===== src/sv/page_frame_run_allocator_unit_macros.svh =====
`ifndef PAGE_FRAME_RUN_ALLOCATOR_UNIT_MACROS_SVH
`define PAGE_FRAME_RUN_ALLOCATOR_UNIT_MACROS_SVH

// Same-cycle implication, sampled on i_clk, off during reset.
`define PFRA_ASSERT_NOW(lbl, ante, cons, msg) \
    lbl: assert property (@(posedge i_clk) disable iff (!i_rst_n) \
        (ante) |-> (cons)) else $error(msg);

// Next-cycle implication, sampled on i_clk, off during reset.
`define PFRA_ASSERT_NEXT(lbl, ante, cons, msg) \
    lbl: assert property (@(posedge i_clk) disable iff (!i_rst_n) \
        (ante) |=> (cons)) else $error(msg);

`endif


===== src/sv/pfra_ram.sv =====
module pfra_ram #(
    parameter int WIDTH = 8,
    parameter int DEPTH = 16,
    parameter int AW    = $clog2(DEPTH)
) (
    input  logic             i_clk,
    input  logic             i_we,
    input  logic [AW-1:0]    i_waddr,
    input  logic [WIDTH-1:0] i_wdata,
    input  logic [AW-1:0]    i_raddr,
    output logic [WIDTH-1:0] o_rdata
);
    logic [WIDTH-1:0] r_mem [DEPTH];
    logic [WIDTH-1:0] r_rdata;

    always_ff @(posedge i_clk) begin
        if (i_we) begin
            r_mem[i_waddr] <= i_wdata;
        end
        r_rdata <= r_mem[i_raddr];
    end

    assign o_rdata = r_rdata;
endmodule


===== config.mk =====
export PLATFORM = sky130hd
export DESIGN_NAME = pfra_ram
export DESIGN_NICKNAME = d
export VERILOG_FILES = /design/src/sv/page_frame_run_allocator_unit_macros.svh /design/src/sv/pfra_ram.sv
export SDC_FILE = /design/constraint.sdc
export NUM_CORES = 1
export LEC_CHECK = 0
export BUFFER_PORTS_ARGS = -buffer_cell sky130_fd_sc_hd__buf_2
export CORE_ASPECT_RATIO = 0.8
export CORE_MARGIN = 1.5
export CORE_UTILIZATION = 40
export DETAILED_ROUTE_END_ITERATION = 6
export HOLD_SLACK_MARGIN = 0.05
export SLEW_MARGIN = 20
export SYNTH_ARGS = -nofsm -noshare
export SYNTH_HDL_FRONTEND = slang
export SYNTH_SLANG_ARGS = --single-unit

===== constraint.sdc =====
create_clock -name i_clk -period 2.35 [get_ports i_clk]
set_input_delay 0.3525 -clock i_clk [delete_from_list [all_inputs] [get_ports i_clk]]
set_output_delay 0.3525 -clock i_clk [all_outputs]
set_load 0.02 [all_outputs]

Word-level counts from Yosys, hierarchy flattened
Memory sizes are Yosys's and may differ from the RTL's. A register that Yosys moved wholly into a read port is not among the register bits.
Cells that the tools add are included.
{"block": "word_totals", "ram_bits": 128, "ff_bits": 0, "n_memories": 1, "output_inout_bits": 8}
{"block": "classes", "mux": 2}
{"memory": "r_mem", "depth": 16, "word_bits": 8, "read_ports": 1, "rd_clocked_by_memory_dff": 1, "write_ports": 1, "line_no": "pfra_ram.sv:13", "source": "logic [WIDTH-1:0] r_mem [DEPTH];"}
{"cell": "$mux 1", "count": 2}

Depth between registers and ports, before layout
{"block": "logic_depth", "word_depth": 2, "ltp_mapped": 5, "depth_no_buf": 3}

Least setup slack after synthesis
Ideal clock, no wire load.
{"block": "synth_path", "path_type": "input to register", "from": "input i_waddr[2]", "to": "memory r_mem[0][0], enable pin", "path_stages": 2, "arrival_ns": 1.462, "setup_time_ns": 0.383, "setup_slack_ns": 0.505, "path_cell_list": "or3b_2 > nor3_1"}
{"element": "from (decl)", "line_no": "pfra_ram.sv:8", "source": "input logic [AW-1:0] i_waddr,"}
{"element": "to (decl)", "line_no": "pfra_ram.sv:13"}
No word-level cell before the write port.

==> metrics <==
All-Layer GR Usage=0.158; Setup Viol. Count Final=0; GRT Residual Overflow=0; Die Footprint=between 0.01 and 0.015 mm^2; clock skew=8.34 ps; Routed Antenna Nets=0; number of global-route vias before repair=2423; Max clock buf depth=2; Port Buf Inserts=25; ant diodes=0; Hold Buf Count CTS=0; Layout Area Growth over Synthesis=19.5%; # DRC=0; Die Span Y=around 100 um; first-pass GRT wire length=~15000 um; crit path capture type=register; initial antenna violation count=0; Die Span X=~130 um; DR iter-0 viols=about 230; Tot Pwr=0.00555 W; Starting Density=0.417; Max Fclk=648 MHz; fin worst setup slack=about 800 ps; Root Driver=clkbuf_16; setup repair after global routing missed its margin=false; mapped cell area=~0.0051 mm^2; Peak VDD IR=649 uV; largest net degree at the start of global routing=25; Worst-Skew Late Latency=410 ps; CTS clk-pin slew, worst paths=around 50 ps; drt wl/cell=21.1 um; io pins=26; hold slack=336 ps; std cell rows=36; Hold Vio Cnt, Final=0; Multi-input gate area=0.00106 mm^2; Synth cell types=19; CORE AREA=roughly 0.012 mm^2; setup_tns=0 ps; # clock sinks=roughly 140; Static Leak=2.09 nW; design area=0.00615 mm^2; Layout Nets=slightly above 300; Placed Area=0.00558 mm^2; fin crit period=between 1500 and 2000 ps; Pins Over Slew Limit=0; Worst Hold Class=in2reg; fillers=roughly 1000; Final Cycle Share=0.657; pwr dens=901 mW/mm^2; flop2flop setup slack=approximately 900 ps; H-tree lvl count=4; worst relative slew slack=0.512; data arrival time at the worst-slack endpoint=approximately 1800 ps; gpl congestion=approximately 0.7; Worst setup SP type=input port; Post-CTS Resized=0; TritonCTS clock tree=built; status=finished clean; DR pass1 iterations=4; post-CTS setup buffer count=0; Ys Warns=0; max_cap viols=0; vias per inst=5.12; CP Class=in2reg; syn nets=approximately 250; Worst EP required=between 2000 and 3000 ps; FF/Latch Area=0.00400 mm^2; routed vias=around 2400; Num CTS Buffers=17; dpl ws=around 370 ps; Worst Tran Pin Value=about 730 ps; Synth Instances=229; total wire length=between 9000 and 10000 um; synthesis-stage register bit count=136; Synth Area per Inst=approximately 22 um^2; layout cells sized above 1=0.303; crit path max fanout=12; post-detail-place hpwl=~6300 um; part of the Yosys area used for sequential elements=0.778
path summary, 6_finish.rpt:
path | from | to | depth (start not counted)
hold reg to reg | r_mem[7][3]$_DFFE_PP_ | o_rdata[3]$_DFF_P_ | 3
setup / recovery | i_raddr[0] | o_rdata[6]$_DFF_P_ | 5
setup reg to reg | r_mem[3][6]$_DFFE_PP_ | o_rdata[6]$_DFF_P_ | 3
hold / removal | i_wdata[0] | r_mem[6][0]$_DFFE_PP_ | 1
synth_stat cells:
cell type,instances,area (um^2)
a22oi_1,16,120
and2_1,1,6.26
and2b_1,1,7.51
buf_2,3,15.0
buf_4,1,7.51
buf_6,3,33.8
clkdlybuf4s25_2,3,30.0
dfxtp_1,8,160
edfxtp_1,128,3840
mux4_1,14,368
mux4_2,18,405
nand2_1,9,33.8
nand2b_1,2,12.5
nand3_1,1,5.00
nand3b_1,2,15.0
nor2_1,13,48.8
nor2b_1,1,6.26
nor3_1,4,20.0
or3b_2,1,8.76
sequential cells by signal, indices dropped and copies added (netlist names):
register / count
o_rdata: 8
r_mem: 128
placed cells by master (no fill, tap or decap):
cell type  synthesis  layout
a22oi_1           16      16
and2_1             1       1
and2b_1            1       1
buf_12             0       2
buf_2              3      25
buf_4              1      19
bufinv_16          0       3
clkbuf_1           0       4
clkbuf_16          0      17
clkinv_1           0       3
clkinv_2           0       4
clkinv_4           0       1
dfxtp_1            8       8
edfxtp_1         128     128
mux4_1            14      14
mux4_2            18      18
nand2_1            9       9
nand2b_1           2       2
nand3_1            1       1
nand3b_1           2       2
nor2_1            13      13
nor2b_1            1       1
nor3_1             4       4
or3b_2             1       1
layout make-up:
type,count,area share
Tap cell,171,0.0348
Multi-Input combinational cell,83,0.172
Sequential cell,136,0.651
Timing Repair Buffer,46,0.0500
Clock inverter,11,0.0211
Clock buffer,21,0.0716
kinds of logic after synthesis:
family / count (synthesis) / synth area share
buffers and inverters: 10 / 0.0168
and+or+nand+nor: 35 / 0.0318
muxes: 32 / 0.150
AOI/OAI and AO/OA: 16 / 0.0233
DFF: 136 / 0.778
metal layers:
layer,global-route usage,vias to the layer above,share of wire
li1,-,1086,-
met1,0.241,1248,0.50
met2,0.217,52,0.45
met3,0.0396,8,0.043
met4,0.0595,0,0.010
met5,0,-,0
power by group:
| part | switching, W | internal (W) | total [W] |
|---|---|---|---|
| clock | 0.000898 | 0.00165 | 0.00255 |
| combinational | 0.000160 | 0.000111 | 0.000271 |
| sequential | 0.0000143 | 0.00271 | 0.00273 |
worst max-delay path: stages:
cell and delay (ps):
buf_2 260, buf_12 200, mux4_2 500, a22oi_1 390
nand2_1 90
metrics by stage:
step	utilization	instances
global route	0.499	468
detailed placement	0.452	436
floorplan	-	229
global placement	0.452	436
CTS	0.499	468
finish	0.499	468
Note: power is estimated with default switching activity, not from simulation.
