[src/sv/page_frame_run_allocator_unit_macros.svh]
`ifndef PAGE_FRAME_RUN_ALLOCATOR_UNIT_MACROS_SVH
`define PAGE_FRAME_RUN_ALLOCATOR_UNIT_MACROS_SVH

// Same-cycle implication, sampled on i_clk, off during reset.
`define PFRA_ASSERT_NOW(lbl, ante, cons, msg) \
    lbl: assert property (@(posedge i_clk) disable iff (!i_rst_n) \
        (ante) |-> (cons)) else $error(msg);

// Next-cycle implication, sampled on i_clk, off during reset.
`define PFRA_ASSERT_NEXT(lbl, ante, cons, msg) \
    lbl: assert property (@(posedge i_clk) disable iff (!i_rst_n) \
        (ante) |=> (cons)) else $error(msg);

`endif

[src/sv/pfra_pkg.sv]
package pfra_pkg;

    localparam int MAX_PAGES   = 4096;
    localparam int MAX_REGIONS = 256;
    localparam int PAGE_AW     = $clog2(MAX_PAGES);
    localparam int CNT_W       = $clog2(MAX_PAGES + 1);
    localparam int REG_W       = (MAX_REGIONS > 1) ? $clog2(MAX_REGIONS) : 1;
    localparam int ADDR_W      = 64;
    localparam int REGION_W    = 8;
    localparam int PCOUNT_W    = 13;
    localparam int MODE_W      = 2;
    localparam int STATUS_W    = 3;

    typedef enum logic [MODE_W-1:0] {
        MODE_LOAD   = 2'd0,
        MODE_ALLOC  = 2'd1,
        MODE_FREE   = 2'd2,
        MODE_UNUSED = 2'd3
    } t_mode;

    typedef enum logic [STATUS_W-1:0] {
        ST_OK           = 3'd0,
        ST_OOM          = 3'd1,
        ST_NOT_FOUND    = 3'd2,
        ST_ALREADY_FREE = 3'd3,
        ST_FULL         = 3'd4
    } t_status;

    typedef struct packed {
        logic [PAGE_AW-1:0] raddr;
        logic [PAGE_AW-1:0] waddr;
        logic               we_addr;
        logic               we_region;
        logic               we_free;
        logic [ADDR_W-1:0]  wd_addr;
        logic [REG_W-1:0]   wd_region;
        logic               wd_free;
    } t_mem_req;

    typedef struct packed {
        logic [ADDR_W-1:0] rd_addr;
        logic [REG_W-1:0]  rd_region;
        logic              rd_free;
    } t_mem_rsp;

    typedef struct packed {
        logic              valid;
        logic [ADDR_W-1:0] result_address;
        t_status           status;
    } t_done;

endpackage

[src/sv/pfra_if.sv]
interface pfra_in_if;
    import pfra_pkg::*;
    logic                valid;
    logic                ready;
    logic [MODE_W-1:0]   mode;
    logic [ADDR_W-1:0]   page_address;
    logic [REGION_W-1:0] region;
    logic [PCOUNT_W-1:0] page_count;
    modport source (output valid, mode, page_address, region, page_count, input ready);
    modport sink   (input valid, mode, page_address, region, page_count, output ready);
endinterface


[src/sv/pfra_ctrl.sv]
`include "page_frame_run_allocator_unit_macros.svh"

module pfra_ctrl (
    input  logic              i_clk,
    input  logic              i_rst_n,
    pfra_in_if.sink           i_in,
    input  logic              i_out_free,
    input  pfra_pkg::t_mem_rsp i_rsp,
    output pfra_pkg::t_mem_req o_req,
    output pfra_pkg::t_done    o_done
);
    import pfra_pkg::*;

    typedef enum logic [7:0] {
        S_IDLE  = 8'b0000_0001,
        S_ASCAN = 8'b0000_0010,
        S_AGET  = 8'b0000_0100,
        S_ACAP  = 8'b0000_1000,
        S_AMARK = 8'b0001_0000,
        S_FSRCH = 8'b0010_0000,
        S_FREE  = 8'b0100_0000,
        S_DONE  = 8'b1000_0000
    } t_state;

    t_state              r_state, n_state;
    logic [CNT_W-1:0]    r_n, n_n;
    logic [ADDR_W-1:0]   r_addr, n_addr;
    logic [PCOUNT_W-1:0] r_count, n_count;
    logic [PAGE_AW-1:0]  r_idx, n_idx;
    logic [PAGE_AW-1:0]  r_pidx, n_pidx;
    logic                r_pv, n_pv;
    logic [PAGE_AW-1:0]  r_start, n_start;
    logic [REG_W-1:0]    r_sreg, n_sreg;
    logic [CNT_W-1:0]    r_len, n_len;
    logic [PAGE_AW-1:0]  r_end, n_end;
    logic [ADDR_W-1:0]   r_res, n_res;
    t_status             r_status, n_status;

    logic                accept;
    logic                last;
    logic [CNT_W-1:0]    v_len;
    logic [PAGE_AW-1:0]  v_start;
    logic [REG_W-1:0]    v_sreg;

    assign i_in.ready = (r_state == S_IDLE);
    assign accept     = i_in.valid && i_in.ready;
    assign last       = (r_pidx == PAGE_AW'(r_n - CNT_W'(1)));

    always_comb begin
        n_state  = r_state;
        n_n      = r_n;
        n_addr   = r_addr;
        n_count  = r_count;
        n_idx    = r_idx;
        n_pidx   = r_pidx;
        n_pv     = r_pv;
        n_start  = r_start;
        n_sreg   = r_sreg;
        n_len    = r_len;
        n_end    = r_end;
        n_res    = r_res;
        n_status = r_status;
        v_len    = r_len;
        v_start  = r_start;
        v_sreg   = r_sreg;
        o_req            = '0;
        o_req.raddr      = r_idx;
        o_done           = '0;
        o_done.result_address = r_res;
        o_done.status    = r_status;

        unique case (r_state)
            S_IDLE: begin
                if (accept) begin
                    n_addr  = i_in.page_address;
                    n_count = i_in.page_count;
                    n_res   = '0;
                    n_idx   = '0;
                    n_pv    = 1'b0;
                    n_len   = '0;
                    n_state = S_DONE;
                    unique case (t_mode'(i_in.mode))
                        MODE_LOAD: begin
                            if (32'(r_n) == MAX_PAGES) begin
                                n_status = ST_FULL;
                            end else begin
                                o_req.waddr     = r_n[PAGE_AW-1:0];
                                o_req.we_addr   = 1'b1;
                                o_req.we_region = 1'b1;
                                o_req.we_free   = 1'b1;
                                o_req.wd_addr   = i_in.page_address;
                                o_req.wd_region = REG_W'(i_in.region);
                                o_req.wd_free   = 1'b1;
                                n_n             = r_n + CNT_W'(1);
                                n_status        = ST_OK;
                            end
                        end
                        MODE_ALLOC: begin
                            if (i_in.page_count == '0 ||
                                32'(i_in.page_count) > 32'(r_n)) begin
                                n_status = ST_OOM;
                            end else begin
                                n_state = S_ASCAN;
                            end
                        end
                        MODE_FREE: begin
                            if (i_in.page_count == '0 || r_n == '0) begin
                                n_status = ST_NOT_FOUND;
                            end else begin
                                n_state = S_FSRCH;
                            end
                        end
                        default: begin
                            n_status = ST_OK;
                        end
                    endcase
                end
            end
            S_ASCAN: begin
                n_idx  = r_idx + PAGE_AW'(1);
                n_pidx = r_idx;
                n_pv   = 1'b1;
                if (r_pv) begin
                    if (!i_rsp.rd_free) begin
                        v_len = '0;
                    end else if (r_len == '0 || i_rsp.rd_region != r_sreg) begin
                        v_start = r_pidx;
                        v_sreg  = i_rsp.rd_region;
                        v_len   = CNT_W'(1);
                    end else begin
                        v_len = r_len + CNT_W'(1);
                    end
                    n_len   = v_len;
                    n_start = v_start;
                    n_sreg  = v_sreg;
                    if (32'(v_len) == 32'(r_count)) begin
                        n_end   = r_pidx;
                        n_state = S_AGET;
                    end else if (last) begin
                        n_status = ST_OOM;
                        n_state  = S_DONE;
                    end
                end
            end
            S_AGET: begin
                o_req.raddr = r_start;
                n_state     = S_ACAP;
            end
            S_ACAP: begin
                n_res   = i_rsp.rd_addr;
                n_idx   = r_start;
                n_state = S_AMARK;
            end
            S_AMARK: begin
                o_req.waddr   = r_idx;
                o_req.we_free = 1'b1;
                o_req.wd_free = 1'b0;
                n_idx         = r_idx + PAGE_AW'(1);
                if (r_idx == r_end) begin
                    n_status = ST_OK;
                    n_state  = S_DONE;
                end
            end
            S_FSRCH: begin
                n_idx  = r_idx + PAGE_AW'(1);
                n_pidx = r_idx;
                n_pv   = 1'b1;
                if (r_pv) begin
                    if (i_rsp.rd_addr == r_addr) begin
                        n_idx   = r_pidx;
                        n_pv    = 1'b0;
                        n_len   = '0;
                        n_state = S_FREE;
                    end else if (last) begin
                        n_status = ST_NOT_FOUND;
                        n_state  = S_DONE;
                    end
                end
            end
            S_FREE: begin
                // read of the next entry overlaps the write of this one
                n_idx  = r_idx + PAGE_AW'(1);
                n_pidx = r_idx;
                n_pv   = 1'b1;
                if (r_pv) begin
                    if (i_rsp.rd_free) begin
                        n_status = ST_ALREADY_FREE;
                        n_state  = S_DONE;
                    end else begin
                        o_req.waddr   = r_pidx;
                        o_req.we_free = 1'b1;
                        o_req.wd_free = 1'b1;
                        n_len         = r_len + CNT_W'(1);
                        if (32'(n_len) == 32'(r_count) || last) begin
                            n_status = ST_OK;
                            n_state  = S_DONE;
                        end
                    end
                end
            end
            S_DONE: begin
                if (i_out_free) begin
                    o_done.valid = 1'b1;
                    n_state      = S_IDLE;
                end
            end
            default: begin
                n_state = S_IDLE;
            end
        endcase
    end

    always_ff @(posedge i_clk) begin
        if (!i_rst_n) begin
            r_state <= S_IDLE;
            r_n     <= '0;
            r_pv    <= 1'b0;
        end else begin
            r_state <= n_state;
            r_n     <= n_n;
            r_pv    <= n_pv;
        end
        r_addr   <= n_addr;
        r_count  <= n_count;
        r_idx    <= n_idx;
        r_pidx   <= n_pidx;
        r_start  <= n_start;
        r_sreg   <= n_sreg;
        r_len    <= n_len;
        r_end    <= n_end;
        r_res    <= n_res;
        r_status <= n_status;
    end

    `PFRA_ASSERT_NEXT(a_busy_after_accept, accept, !i_in.ready, "accepted while busy")
    `PFRA_ASSERT_NOW(a_count_range, 1'b1, 32'(r_n) <= MAX_PAGES, "page count overflow")
    `PFRA_ASSERT_NOW(a_done_free, o_done.valid, i_out_free, "result with full output")
    `PFRA_ASSERT_NOW(a_one_write, o_req.we_free && r_state != S_IDLE,
        !o_req.we_addr, "scan wrote address store")
endmodule

[src/flat_wrapper.sv]
// flat-port wrapper written by rule: the top's interface ports become plain ports
module pfra_ctrl_flat import pfra_pkg::*;
  (i_clk, i_rst_n, i_out_free, i_rsp, o_req, o_done, i_in_valid, i_in_mode, i_in_page_address, i_in_region, i_in_page_count, i_in_ready);
  pfra_in_if i_in_i ();
  input  logic i_clk;
  input  logic i_rst_n;
  input  logic i_out_free;
  input  pfra_pkg::t_mem_rsp i_rsp;
  output pfra_pkg::t_mem_req o_req;
  output pfra_pkg::t_done o_done;
  input wire logic [$bits(i_in_i.valid)-1:0] i_in_valid;
  input wire logic [$bits(i_in_i.mode)-1:0] i_in_mode;
  input wire logic [$bits(i_in_i.page_address)-1:0] i_in_page_address;
  input wire logic [$bits(i_in_i.region)-1:0] i_in_region;
  input wire logic [$bits(i_in_i.page_count)-1:0] i_in_page_count;
  output wire logic [$bits(i_in_i.ready)-1:0] i_in_ready;
  assign i_in_i.valid = i_in_valid;
  assign i_in_i.mode = i_in_mode;
  assign i_in_i.page_address = i_in_page_address;
  assign i_in_i.region = i_in_region;
  assign i_in_i.page_count = i_in_page_count;
  assign i_in_ready = i_in_i.ready;
  pfra_ctrl u_core (.i_clk(i_clk), .i_rst_n(i_rst_n), .i_in(i_in_i), .i_out_free(i_out_free), .i_rsp(i_rsp), .o_req(o_req), .o_done(o_done));
endmodule
[config.mk]
export PLATFORM = sky130hd
export DESIGN_NAME = pfra_ctrl_flat
export DESIGN_NICKNAME = d
export VERILOG_FILES = /design/src/sv/pfra_pkg.sv /design/src/sv/pfra_if.sv /design/src/sv/pfra_ctrl.sv /design/src/flat_wrapper.sv
export VERILOG_INCLUDE_DIRS = /design/src /design/src/sv
export SDC_FILE = /design/constraint.sdc
export NUM_CORES = 1
export LEC_CHECK = 0
export BUFFER_PORTS_ARGS = -buffer_cell sky130_fd_sc_hd__buf_2
export CAP_MARGIN = 20
export CORE_ASPECT_RATIO = 1.1
export CORE_MARGIN = 2
export CORE_UTILIZATION = 48
export DETAILED_ROUTE_END_ITERATION = 10
export HOLD_SLACK_MARGIN = 0.15
export MAX_ROUTING_LAYER = met4
export PLACE_DENSITY = 0.77
export SKIP_CTS_REPAIR_TIMING = 1
export SYNTH_ARGS = -nofsm -noshare
export SYNTH_HDL_FRONTEND = slang
export SYNTH_SLANG_ARGS = --single-unit
export TNS_END_PERCENT = 50
[constraint.sdc]
create_clock -name i_clk -period 3.7 [get_ports i_clk]
set_clock_uncertainty 0.05 [all_clocks]
set_input_delay 0.185 -clock i_clk [delete_from_list [all_inputs] [get_ports i_clk]]
set_output_delay 0.185 -clock i_clk [all_outputs]
set_load 0.05 [all_outputs]
# Yosys cells after proc, flatten, opt, wreduce, memory -nomap -nowiden
# Index checks and enable logic that the tools add are counted.
[op_classes]
mux = 67
n_lt_le_gt_ge = 1
multipliers = 0
shifts = 0
n_reduce_logical = 27
n_div = 0
n_eq_ne = 32
n_addsub = 4
bitwise = 1
[ops]
columns = ["operator", "count"]
rows = [
  ["88-bit 2-to-1 mux", 3],
  ["13-bit 2-to-1 mux", 10],
  ["64-bit case mux with 2 select lines", 1],
  ["8-bit 2-to-1 mux", 13],
  ["12-bit 2-to-1 mux", 6],
  ["72-bit 2-to-1 mux", 1],
  ["64-bit == test", 1],
  ["64-bit 2-to-1 mux", 1],
  ["8-bit case mux with 8 select lines", 1],
  ["13-bit case mux with 4 select lines", 1],
  ["12-bit case mux with 4 select lines", 1],
  ["3-bit 2-to-1 mux", 14],
  ["13-bit logical NOT", 3],
  ["12-bit case mux with 3 select lines", 1],
  ["13-bit by 1-bit adder with 13-bit output, second input constant", 2],
  ["13-bit == test", 2],
  ["12-bit == test", 2],
  ["8-bit case mux with 2 select lines", 1],
  ["3-bit case mux with 5 select lines", 1],
  ["2-bit by 1-bit != test with 1-bit output, second input constant", 7],
  ["7-bit AND reduction", 2],
  ["13-bit == test, second input constant", 1],
  ["13-bit > comparator", 1],
  ["13-bit AND reduction", 1],
  ["other kinds (34)", 55],
]
[totals]
memories = 0
rom_bits = 0
wordCells = 145
input_bits = 164
output_inout_bits = 169
latchBits = 0
ff_bits = 235
ram_bits = 0

# Longest topological paths before layout
[depth]
depth_word = 10
depth_mapped = 13

# Worst setup path after synthesis
# Ideal clock, no wire load.
[synth_timing]
path_kind = "register -> register"
from = "register u_core.r_state[5]"
to = "register u_core.r_len[0], enable pin"
path_stages_with_launch = 9
path_slack_ps = -158
required_ps = 3246
path_buffers = 1
synth_period_minus_slack_ps = 3858
t_arrival_ps = 3404
cell_sequence = "dfxtp_1 -> clkbuf_1 -> nor3_1 -> nand4b_1 -> inv_2 -> nand2_1 -> inv_2 -> a21oi_1 -> a211oi_1"
[synth_via]
elab_chain_len = 4
[synth_rtl]
columns = ["element", "line_no", "rtl"]
rows = [
  ["start: declaration", "pfra_ctrl.sv:25", "t_state r_state, n_state;"],
  ["start signal: assignment", "pfra_ctrl.sv:219", "r_state <= n_state;"],
  ["8-bit by 1-bit == test with 1-bit output *", "pfra_ctrl.sv:45", "assign i_in.ready = (r_state == S_IDLE);"],
  ["via i_in_ready", "flat_wrapper.sv:16", "output wire logic [$bits(i_in_i.ready)-1:0] i_in_ready;"],
  ["1-bit logical AND", "pfra_ctrl.sv:46", "assign accept = i_in.valid && i_in.ready;"],
  ["2-bit != test (no source line)", "n/a", ""],
  ["7-bit AND reduction (no source line) *", "n/a", ""],
  ["end signal: assignment", "pfra_ctrl.sv:229", "r_len <= n_len;"],
  ["end: declaration", "pfra_ctrl.sv:34", "logic [CNT_W-1:0] r_len, n_len;"],
]
# Mark *: on every way through the listed nets, which the timed path passes. The rest lies on a longest branch.
# A chain may end at the register's enable or synchronous reset.

# Final worst setup path
[layout_timing]
from = "register u_core.r_addr[21]"
to = "register u_core.r_idx[3], data pin"
[layout_via]
elab_chain_len = 4
[layout_rtl]
columns = ["element", "line_no", "rtl"]
rows = [
  ["start: declaration", "pfra_ctrl.sv:27", "logic [ADDR_W-1:0] r_addr, n_addr;"],
  ["start signal: assignment", "pfra_ctrl.sv:223", "r_addr <= n_addr;"],
  ["64-bit == test", "pfra_ctrl.sv:169", "if (i_rsp.rd_addr == r_addr) begin"],
  ["12-bit 2-to-1 mux", "pfra_ctrl.sv:169", ""],
  ["12-bit 2-to-1 mux", "pfra_ctrl.sv:168", "if (r_pv) begin"],
  ["12-bit case mux with 4 select lines", "pfra_ctrl.sv:72", "unique case (r_state)"],
  ["via u_core.n_idx[3]", "pfra_ctrl.sv:29", "logic [PAGE_AW-1:0] r_idx, n_idx;"],
  ["end signal: assignment", "pfra_ctrl.sv:225", "r_idx <= n_idx;"],
  ["end: declaration", "pfra_ctrl.sv:29", ""],
]
# The timed path passes the listed nets, and every way through them passes these cells.

==> metrics.cfg <==
[routing]
vias_per_cell = 5.45
firstDrtPassIters = 7
wire_per_inst_um = 20.9
drcViolationCount = 0
vias = 10000
detail-route-antenna-nets = 0
drt_iter0_markers = 632
drt-total-wl_mm = 38.5

[sta]
finalCritPeriodShare = 0.948
hold_viol = 0
rsz0062_at_grt = no
worstMarginPinSlew_ns = 0.829
setup_viol = 0
layout_setup_ws_ns = 0.193
maxSlewViolCount = 0
tns_ns = 0
clock.fmax_ghz = 0.285
fin_crit_ns = 3.51
slew_headroom = 0.446

[worst_hold_path]
min_to = u_core.r_status[2]$_DFFE_PP_
hold_depth = 4
min_path_type = input pin to flop
worstHoldStart = i_in_mode[0]

[place]
post-dp-hpwl_mm = 25.8
numPortBuffers = 332
place_congestion = 0.951
pre_cts_ws_ns = 0.314

[worst_setup_path]
cpMostUsedCell = nor4_1
cp-start-kind = flop
r2r_setup_slack_ns = 0.19
timing.rr.start = u_core.r_addr[21]$_DFFE_PP_
rr_endpoint = u_core.r_idx[3]$_DFFE_PP_
critical_path.max_stage_delay_ns = 0.70
cp-startpoint = u_core.r_addr[21]$_DFFE_PP_
cp.required_ns = 3.89
cp_cell_sequence = xor2_1 -> nor4_1 -> nand4_1 -> nor4_2 -> a21oi_1 -> nor4_1 -> buf_4 -> o221ai_1
cp_max_fo = 12
crit_type = flop to flop
worst-path-buf-inv = 1
end_kind = flop
worst_path_max_delay_cell = nor4_2
cp_top_family = simple AND/OR/NAND/NOR gates
worst_ep_arrival_time_ns = 3.70
worstRegToRegCells = 8

[finish]
num-fill-cells = 1809
final_layout_size_suffix_gt1_frac = 0.269
area_growth_pct = 35.5
layout.nets = 1693

[cts]
cts-root-buf = clkbuf_16
htreeDepth = 1
cts_made_buffers = 25
cts.sinks = 235
ctsLongestPathBuffers = 3
clock_latency_ns = 0.53
cts_tree = done
clkTransAtPathRegs_ns = 0.06

[global_route]
grt_pass1_vias = 8926
grt_use_met2 = 0.442
antenna_found_initial = 2
grt_max_degree = 57
met3_usage = 0.0476
busiest_layer = met2
gr-usage-all-layers = 0.257
grt_first_pass_wirelength_mm = 50.2
grt-ovfl-total = 0
gr-usage-met1 = 0.311

[synthesis]
ys_ff_latch = 235
synthDominantCellAreaShare = 0.531
netlist_area_mm2 = 0.0120
synth_edf_count = 213
synth_nets = 1219
yosysWarnings = 0
ys_types = 75
yosysMostFrequentCell = edfxtp_1
ys_seq_area_frac = 0.568
ys_top_cells_by_area = edfxtp_1 (53%), xor2_1 (7.6%), and2_1 (7.5%), dfxtp_1 (3.7%), nand2_1 (3.1%)
netlist_top_cells_count = edfxtp_1 (213), and2_1 (144), xor2_1 (104), nand2_1 (99), nor2_1 (50)
avgSynthCellArea_um2 = 11.7
syn_inst = 1033
synthFlopType = edfxtp_1
async_flop_share = 0
synth_top_cell_by_area = edfxtp_1

[power_and_ir_drop]
vdd_drop_max_v = 0.000395
static-leakage-power_uw = 0.00684
power_density_mw_per_mm2 = 451
power_uw = 7360
sw_frac_of_total = 0.309
p_seq_frac = 0.456
pwr-share-comb = 0.214
cellInternalPower_uw = 5090
p_sw_uw = 2270
clockPowerShare = 0.330

[floorplan]
core_area_mm2 = 0.0245
die_w_um = 155
start_util = 0.490
dieArea_mm2 = 0.0264
die_h_um = 170
rows = 60
ioPinCount = 333

[job]
drv_cap = 0

[status]
status = finished clean

## worst max-delay path by stage
stage | endpoint | slack [ns] | depth (start not counted)
after floorplan | o_req[76] | -0.11 | 11
after global placement | u_core.r_idx[10]$_DFFE_PP_ | 0.33 | 9
after global routing | u_core.r_status[1]$_DFFE_PP_ | 0.02 | 10
after detailed placement | u_core.r_status[1]$_DFFE_PP_ | 0.31 | 10
final | u_core.r_idx[3]$_DFFE_PP_ | 0.19 | 8
after CTS | o_req[87] | 0.26 | 9
## cells in the final DEF (no fill, tap or decap), types with 4 or more instances in the layout
master,count
a21oi_1,13
a22oi_1,11
and2_1,144
and3_1,10
and4_1,5
buf_2,332
buf_4,16
clkbuf_1,5
clkbuf_16,25
clkinv_1,4
clkinv_2,5
dfxtp_1,22
dlygate4sd3_1,153
edfxtp_1,213
ha_1,22
inv_1,37
nand2_1,98
nand2b_1,8
nand3_1,27
nand3b_1,4
nand4_1,22
nor2_1,50
nor2b_1,5
nor3_1,14
nor4_1,33
o21ai_0,6
o221ai_1,13
xnor2_1,41
xor2_1,104
## worst register-to-register path, stage by stage, from the launching register on
cell      delay, ns
edfxtp_1       0.41
xor2_1         0.20
nor4_1         0.62
nand4_1        0.27
nor4_2         0.70
a21oi_1        0.19
nor4_1         0.36
buf_4          0.28
o221ai_1       0.15
## sequential cells by signal, indices dropped and copies added (netlist names), 12 cells and up
name,flops
u_core.r_idx,12
u_core.r_pidx,12
u_core.r_len,13
u_core.r_addr,64
u_core.r_res,64
u_core.r_end,12
u_core.r_start,12
u_core.r_n,13
u_core.r_count,13
## through the flow
step,std cells,utilization,cell area [um2],hold WS (ns)
global route,1837,0.664,16300,0.174
CTS,1683,0.602,14800,-0.230
finish,1838,0.664,16300,0.195
floorplan,1033,-,12000,0.234
global placement,1637,0.570,14000,0.323
detailed placement,1637,0.570,14000,0.326
## power groups by stage
stage / Sequential [uW] / Combinational, uW / Clock (uW)
2_1_floorplan: 3680 / 686 / 0
3_3_place_gp: 3390 / 1400 / 0
3_5_place_dp: 3400 / 1410 / 0
4_1_cts: 3350 / 1420 / 2460
5_1_grt: 3380 / 1660 / 2570
6_report: 3360 / 1570 / 2430
## final cells by class
cell class / instances / area, um2 / area share
Clock buffer: 30 / 644 / 0.0395
Timing Repair Buffer: 502 / 3330 / 0.204
Tap cell: 310 / 388 / 0.0238
Inverter: 40 / 151 / 0.00928
Clock inverter: 16 / 145 / 0.00890
Multi-Input combinational cell: 703 / 4810 / 0.295
Sequential cell: 235 / 6840 / 0.419
Antenna cell: 2 / 5.00 / 0.000307
## layer usage
metal,vias up,share of wire
li1,4620,-
met1,4817,0.38
met2,494,0.51
met3,93,0.081
met4,0,0.028
met5,-,0
## logic make-up (layout without fill, tap and decap cells)
logic type,count (synthesis),in the layout,share of synthesized area
adders and majority gates,22,22,0.0229
DFF,235,235,0.568
other,0,2,0
buffers and inverters,95,588,0.0342
AOI/OAI and AO/OA,82,82,0.0514
and+or+nand+nor,450,450,0.213
muxes,2,2,0.00177
xor gates and xnor gates,147,147,0.109
No activity file was read; power rests on OpenSTA's default activity.
